### config.mk
export PLATFORM = sky130hd
export DESIGN_NAME = rcmt_ctrl
export DESIGN_NICKNAME = d
export VERILOG_FILES = /design/src/sv/rcmt_pkg.sv /design/src/sv/rcmt_ctrl.sv
export SDC_FILE = /design/constraint.sdc
export NUM_CORES = 1
export LEC_CHECK = 0
export ABC_CLOCK_PERIOD_IN_PS = 2460
export BUFFER_PORTS_ARGS = -buffer_cell sky130_fd_sc_hd__buf_2
export CAP_MARGIN = 20
export CELL_PAD_IN_SITES_DETAIL_PLACEMENT = 1
export CELL_PAD_IN_SITES_GLOBAL_PLACEMENT = 2
export CORE_AREA = 10 10 47 49
export DETAILED_ROUTE_END_ITERATION = 10
export DIE_AREA = 0 0 57 59
export PLACE_DENSITY = 0.78
export SLEW_MARGIN = 10
export SYNTH_ARGS = -nofsm -noshare
export SYNTH_HDL_FRONTEND = slang
export SYNTH_SLANG_ARGS = --single-unit
### constraint.sdc
create_clock -name clk -period 2.46 [get_ports clk]
set_input_delay 0.123 -clock clk [delete_from_list [all_inputs] [get_ports clk]]
set_output_delay 0.123 -clock clk [all_outputs]
set_load 0.02 [all_outputs]
### src/sv/rcmt_pkg.sv
`timescale 1ns / 1ps
// ----------------------------------------------------------------------------
// rcmt_pkg
// Shared constants and types for the range raise / range minimum block.
// ----------------------------------------------------------------------------
package rcmt_pkg;

    localparam int MAX_LENGTH = 1024;
    localparam int VALUE_BITS = 32;
    localparam int ADDR_W     = $clog2(MAX_LENGTH);
    localparam int POS_W      = 11;

    localparam logic KIND_QUERY = 1'b0;
    localparam logic KIND_RAISE = 1'b1;

    typedef enum logic [2:0] {
        ST_CLEAR,
        ST_IDLE,
        ST_SCAN,
        ST_TAIL,
        ST_RESULT
    } state_t;

    typedef struct packed {
        logic clear_wr;
        logic load;
        logic scan_rd;
        logic emit;
    } cmd_t;

    typedef struct packed {
        logic clear_last;
        logic load_empty;
        logic scan_last;
        logic kind_raise;
        logic out_free;
    } status_t;

endpackage

### src/sv/rcmt_ctrl.sv
`timescale 1ns / 1ps
// ----------------------------------------------------------------------------
// rcmt_ctrl
// Sequencer: clear sweep, item intake, element scan and result hand-off.
// ----------------------------------------------------------------------------
module rcmt_ctrl
    import rcmt_pkg::*;
(
    input  logic    clk,
    input  logic    rst_n,
    input  logic    in_valid,
    input  logic    kind,
    input  logic    cfg_we,
    input  status_t status,
    output cmd_t    cmd,
    output logic    in_stall
);

    state_t state_reg;
    state_t state_next;

    always_ff @(posedge clk or negedge rst_n)
    begin
        if (!rst_n)
        begin
            state_reg <= ST_CLEAR;
        end
        else
        begin
            state_reg <= state_next;
        end
    end

    always_comb
    begin
        state_next = state_reg;
        cmd        = '0;
        in_stall   = 1'b1;
        unique case (state_reg)
            ST_CLEAR:
            begin
                cmd.clear_wr = 1'b1;
                if (status.clear_last)
                begin
                    state_next = ST_IDLE;
                end
            end
            ST_IDLE:
            begin
                in_stall = cfg_we;
                if (in_valid && !cfg_we)
                begin
                    cmd.load = 1'b1;
                    if (!status.load_empty)
                    begin
                        state_next = ST_SCAN;
                    end
                    else if (kind == KIND_QUERY)
                    begin
                        state_next = ST_RESULT;
                    end
                end
            end
            ST_SCAN:
            begin
                cmd.scan_rd = 1'b1;
                if (status.scan_last)
                begin
                    state_next = ST_TAIL;
                end
            end
            ST_TAIL:
            begin
                state_next = status.kind_raise ? ST_IDLE : ST_RESULT;
            end
            ST_RESULT:
            begin
                if (status.out_free)
                begin
                    cmd.emit   = 1'b1;
                    state_next = ST_IDLE;
                end
            end
            default:
            begin
                state_next = ST_CLEAR;
            end
        endcase
        // a new length restarts the array
        if (cfg_we)
        begin
            state_next = ST_CLEAR;
        end
    end

endmodule

Word-level counts from Yosys, hierarchy flattened
Index checks and enable logic that the tools add are counted.

word-level totals
  register bits = 3
  bits of input ports = 10
  output and inout bits = 5
  logic and storage cells = 30

operators by class
  equality and inequality tests = 9
  muxes and demuxes = 16
  reductions and logical operators = 4

operator list
  kind                                            count
  2-to-1 mux 3 bit                                8
  one-hot mux 3 bit (5 select lines)              1
  inequality test 3 bit (second input constant)   4
  2-to-1 mux 1 bit                                7
  == test 3 x 2 -> 1 bit (second input constant)  2
  AND reduction 5 bit                             1
  inequality test 4 bit (second input constant)   1
  == test 3 x 1 -> 1 bit (second input constant)  1
  == test 3 bit (second input constant)           1
  zero test 3 bit                                 1
  logical AND 1 bit                               1
  zero test 1 bit                                 1

Logic depth before layout (Yosys ltp)
Gate-level depths: netlist (run 1).

  depth in word-level cells = 5
  gate-level depth with buffers = 4
  mapped depth without buffers = 3

Worst setup path after synthesis (run 1)
Ideal clock, no wire load.

  path kind = register -> output
  from = register state_reg[2]
  to = output port cmd[2] in the netlist's numbering
  arrival time = 1196 ps
  required time = 2337 ps
  path slack = 1141 ps
  cell stages (with the launch flop) = 5
  cells stage by stage = dfrtp_1 buf_4 nor2_1 nand3b_1 nor2_1

RTL lines
  what                      RTL line         source
  start: declaration        rcmt_ctrl.sv:19  state_t state_reg;
  start signal: assignment  rcmt_ctrl.sv:30  state_reg <= state_next;
  end: declaration          rcmt_ctrl.sv:15  output cmd_t cmd,

==> metrics.txt, run 1 <==
# Max-Cap Violations=0; CP max stage cell=dfrtp_1; Initial Util=17.8%; number of clock buffers inserted by TritonCTS=3; Post-CTS Setup Inserts=0; global-route wire length before repair=approximately 1300 um; total power divided by cell area=between 500 and 600 nW/um^2; placeable core region=approximately 1400 sq um; routed length per instance=approximately 12 um; synthesized area=around 250 sq um; Row Count=14; antenna violations before repair=0; slowest cell delay on critical path=about 0.46 ns; unrepaired setup endpoints after global routing=no; die outline width=roughly 57 um; part of the Yosys area used for sequential elements=between 30% and 40%; clock root buffer=clkbuf_4; H-tree depth reported by CTS=1; Setup Viol. Count Final=0; Total Routed Length=around 800 um; post-layout net count=slightly below 60; series of cell instances along the critical path=nor2_1 > and3_2 > buf_2; maximum clock frequency=between 700 and 800 MHz; Remaining DRCs=0; global router's overall resource usage=between 5 and 6%; largest buffer count on any clock path=2; storage element area=75.1 sq um; area of combinational cells with multiple inputs=148 sq um; most common cell after layout, fill and taps aside=buf_2; number of antenna-violating nets in the routed design=0; Antenna Diode Count=0; flip-flop count of the largest register after layout=3; Crit Path Class=flop to output port; GP Congestion=approximately 0.64; worst skew pair latency=about 0.23 ns; post-CTS clock slew at the launch and capture registers of the worst setup and hold paths=about 0.04 ns; max_slew headroom=79.1%; minimum clock period=around 1.4 ns; final standard cell utilization of the core=between 20% and 30%; library cells used by synthesis=19; aggregate global routing overflow=0; path depth of the worst reg2reg path=3; I/O Pins=15; synth-to-layout area growth=43.2%; Worst-Margin Slew=0.314 ns; via count=277; setup TNS after final layout=0 ns; P_leak=0.175 nW; Filler Cells Inserted=195; maximum vdd ir drop=around 0.000098 V; element type at the critical path end=output port; run status=finished, final reports clean; CP required=~2.3 ns; flop and latch count out of synthesis=3; chip height=between 50 and 60 um; hold violation count in the final report=0; arrival time at the worst endpoint=approximately 1.3 ns; final clock skew=0.000867 ns; placed wire-length estimate after detailed placement=614 um; maximum number of pins on one net before global-route repair=10; die area=3360 sq um; average cell area after synthesis=8.03 sq um; detailed router's first-iteration violation count=5; fraction of final layout cells with drive strength greater than 1=between 40% and 50%; TritonCTS clock tree=built; via count of the first global-routing pass=between 300 and 400; kind of start point of the critical path=flop; Pins Over Slew Limit=0; First-pass DRT Iterations=4; number of cells produced by synthesis=31; average via count per standard cell=between 4 and 5; highest fanout seen on the critical path=9; leading cell types in the layout, fill and taps excluded=buf_2, nor2_1, nand2_1, clkbuf_4, dfrtp_1; Ys Warns=0; post-synth net total=roughly 40; CTS sink cnt=3; Period Utilization, post-route=between 50 and 60%; Hold Path Cell Cnt=2; Min-Delay Path Class=input port to flop; I/O Buffers=14
## routing by layer
| layer | routed length (um) | vias up | track usage (%) | part of all wire, % |
|---|---|---|---|---|
| li1 | - | 142 | - | - |
| met3 | 65 | 0 | 2.36 | 8.2 |
| met4 | 0 | 0 | 7.05 | 0 |
| met5 | 0 | - | 0 | 0 |
| met2 | 368 | 13 | 6.67 | 47 |
| met1 | 354 | 122 | 5.64 | 45 |
## synthesized netlist by cell type (all sizes together)
cell	n	area (sq um)
nand2b	1	6.26
nor2b	1	6.26
nand3	2	10.0
nand2	3	11.3
a211oi	1	7.51
nand3b	1	7.51
dfrtp	3	75.1
o31a	1	8.76
o32ai	1	16.3
a21oi	2	10.0
nor3	2	10.0
and3	1	7.51
buf	2	18.8
inv	2	7.51
a31oi	2	12.5
mux2i	1	10.0
nor2	4	15.0
and2b	1	8.76
## report_power, final
| part | total [mW] | switching, mW | internal [mW] |
|---|---|---|---|
| Combinational | 0.0424 | 0.0229 | 0.0194 |
| Clock | 0.0872 | 0.0264 | 0.0608 |
| Sequential | 0.0586 | 0.00618 | 0.0524 |
| Total | 0.188 | 0.0555 | 0.133 |
## stage by stage
| step | cell area [sq um] | hold WS (ns) | worst slack [ns] | instances | total power, mW |
|---|---|---|---|---|---|
| after floorplan | 249 | -0.173 | 1.14 | 31 | 0.0835 |
| after global placement | 320 | -0.0807 | 1.32 | 59 | 0.101 |
| after detailed placement | 320 | -0.0792 | 1.28 | 59 | 0.101 |
| after CTS | 357 | 0.111 | 1.02 | 64 | 0.193 |
| after global routing | 357 | 0.125 | 0.919 | 64 | 0.200 |
| final | 357 | 0.121 | 1.04 | 64 | 0.188 |
## kinds of logic (layout without fill, tap and decap cells)
logic type / Yosys count / count (layout) / share of synthesized area (%)
multiplexers: 1 / 1 / 4.02
flip-flops: 3 / 3 / 30.1
AND/OR/NAND/NOR: 16 / 16 / 33.2
AO/OA/AOI/OAI: 7 / 7 / 22.1
buffers and inverters: 4 / 21 / 10.6
## repair_timing
item | CTS | global route
hold buffers | 1 | 0
resized for setup | 0 | 0
endpoints found under the hold margin | 3 | 0
## cell type report
type                    count  share of cell area [%]
clock buffers               4                    7.37
well taps                  16                    5.61
flip-flops and latches      3                    21.1
inverters                   2                    2.11
multi-input cells          24                    41.4
repair buffers             15                    22.5
## critical path: cells and delay by family (launching register included)
| kind | cells | cell delay [ns] |
|---|---|---|
| flip-flops | 1 | 0.46 |
| AND/OR/NAND/NOR | 2 | 0.46 |
| buffers and inverters | 1 | 0.16 |
## final timing paths
check                             startpoint           end  slack (ns)
worst max-delay path            state_reg[1]        cmd[0]        1.04
worst min-delay path                  cfg_we  state_reg[1]        0.12
worst max register to register  state_reg[1]  state_reg[2]        1.34
worst min register to register  state_reg[2]  state_reg[1]        0.67
max in group asynchronous              rst_n  state_reg[1]        2.14
min in group asynchronous              rst_n  state_reg[0]        0.21
No activity file was read; power rests on OpenSTA's default activity.
==> run 2, diff against run 1 <==
--- a/config.mk
+++ b/config.mk
@@ -5,15 +5,15 @@
 export SDC_FILE = /design/constraint.sdc
 export NUM_CORES = 1
 export LEC_CHECK = 0
-export ABC_CLOCK_PERIOD_IN_PS = 2460
+export ABC_CLOCK_PERIOD_IN_PS = 1200
 export BUFFER_PORTS_ARGS = -buffer_cell sky130_fd_sc_hd__buf_2
 export CAP_MARGIN = 20
 export CELL_PAD_IN_SITES_DETAIL_PLACEMENT = 1
 export CELL_PAD_IN_SITES_GLOBAL_PLACEMENT = 2
-export CORE_AREA = 10 10 47 49
+export CORE_MARGIN = 10
+export CORE_UTILIZATION = 17
 export DETAILED_ROUTE_END_ITERATION = 10
-export DIE_AREA = 0 0 57 59
-export PLACE_DENSITY = 0.78
+export PLACE_DENSITY = 0.75
 export SLEW_MARGIN = 10
 export SYNTH_ARGS = -nofsm -noshare
 export SYNTH_HDL_FRONTEND = slang
==> constraint.sdc (replaced) <==
create_clock -name clk -period 1.2 [get_ports clk]
set_input_delay 0.06 -clock clk [delete_from_list [all_inputs] [get_ports clk]]
set_output_delay 0.06 -clock clk [all_outputs]
set_load 0.02 [all_outputs]
==> metrics.txt, run 2 (synthesized netlist as in run 1, its figures left out) <==
run status=finished, violations left; failing checks=negative setup slack; synth-to-layout area growth=94.0%; aggregate global routing overflow=0; minimum clock period=1.21 ns; maximum clock frequency=between 800 and 900 MHz; average via count per standard cell=around 4.4; global routing usage on met2=under 10%; Setup Viol. Count Final=1; Total Routed Length=969 um; clock root buffer=clkbuf_4; largest buffer count on any clock path=2; global routing met1 resource utilization=6.11%; Crit Path Class=flop to output port; Period Utilization, post-route=101%; CP required=roughly 1.1 ns; routed length per instance=between 10 and 15 um; via count of the first global-routing pass=around 370; CP max stage cell=dfrtp_2; Antenna Diode Count=0; global router's overall resource usage=6.22%; total power divided by cell area=approximately 910 nW/um^2; met3 routing resource usage after global routing=under 10%; global-route wire length before repair=between 1500 and 2000 um; via count=319; Worst-Margin Slew=0.256 ns; post-CTS clock slew at the launch and capture registers of the worst setup and hold paths=roughly 0.040 ns; final standard cell utilization of the core=between 30 and 40%; placed wire-length estimate after detailed placement=631 um; leading cell types in the layout, fill and taps excluded=buf_4, buf_2, buf_6; number of placed instances, taps included=a little under 60; Min-Delay Path Class=input port to flop; number of clock buffers inserted by TritonCTS=3; Row Count=13; unrepaired setup endpoints after global routing=yes; I/O Pins=15; maximum number of pins on one net before global-route repair=8; final clock skew=between 0.003 and 0.004 ns; Pins Over Slew Limit=0; highest fanout seen on the critical path=4; I/O Buffers=14; Setup WS post-layout=-0.00717 ns; hold violation count in the final report=0; TritonCTS clock tree=built; post-layout net count=68; number of antenna-violating nets in the routed design=0; First-pass DRT Iterations=4; Remaining DRCs=0; H-tree depth reported by CTS=1; maximum vdd ir drop=0.000411 V; chip height=approximately 58 um; worst skew pair latency=0.23 ns; Initial Util=18.7%; die area=around 3400 sq um; die outline width=58.3 um; P_leak=between 0.2 and 0.25 nW; kind of start point of the critical path=flop; GP Congestion=around 0.66; arrival time at the worst endpoint=1.15 ns; setup TNS after final layout=-0.00717 ns; final std cells w/o fill=72; # Max-Cap Violations=0; max_slew headroom=82.9%; slowest cell delay on critical path=0.44 ns; series of cell instances along the critical path=and2b_2 > nor2b_4 > buf_6; CTS sink cnt=3; post-route cell area=approximately 480 sq um; antenna violations before repair=0; fraction of final layout cells with drive strength greater than 1=63.2%; element type at the critical path end=output port; placeable core region=1330 sq um; sum of internal, switching and leakage power=~440 uW; placed cell areas=329 sq um; detailed router's first-iteration violation count=2; flip-flop count of the largest register after layout=3; busiest layer in global routing=met2; Filler Cells Inserted=roughly 170; most common cell after layout, fill and taps aside=buf_4
-- run 2: worst max-delay path: cells and delay by family, from the launching register on --
kind / cells / cell delay [ns]
buf+inv: 1 / 0.12
flops: 1 / 0.44
simple gates: 2 / 0.36
-- run 2: final cells by class --
class	count	area, sq um	share of cell area (%)
multi-input cells	24	176	36.5
flip-flops and latches	3	78.8	16.3
repair buffers	24	175	36.3
inverters	2	7.51	1.55
clock buffers	4	26.3	5.44
well taps	15	18.8	3.89
-- run 2: where the power goes --
group | switching (mW) | internal [mW]
clock | 0.0537 | 0.125
combinational | 0.0640 | 0.0763
sequential | 0.0113 | 0.109
-- run 2: per-stage QoR --
step                setup WS (ns)  hold WS, ns
global route              -0.0602       0.0691
global placement            0.123       -0.142
floorplan                  0.0158       -0.236
finish                   -0.00717       0.0676
detailed placement         0.0871       -0.143
CTS                       -0.0421       0.0549
-- run 2: final timing paths --
path | start | endpoint | slack [ns] | cells after the start
worst min register to register | state_reg[2] | state_reg[1] | 0.66 | 2
max in group asynchronous | rst_n | state_reg[0] | 0.92 | 2
worst max-delay path | state_reg[0] | cmd[1] | -0.007 | 3
min in group asynchronous | rst_n | state_reg[1] | 0.15 | 2
worst min-delay path | status[0] | state_reg[2] | 0.07 | 2
worst max register to register | state_reg[2] | state_reg[0] | 0.07 | 4
-- run 2: routing by layer --
| layer | vias to the layer above | wire [um] |
|---|---|---|
| met5 | - | 0 |
| met4 | 0 | 0 |
| met3 | 0 | 99 |
| met2 | 13 | 475 |
| met1 | 145 | 394 |
| li1 | 161 | - |
-- run 2: timing repair --
item	in CTS	in global routing
resized for setup	9	10
hold endpoints to repair	3	0
pin swaps	2	3
setup buffers	4	4
hold buffers	1	0
endpoints found under the setup margin	4	5
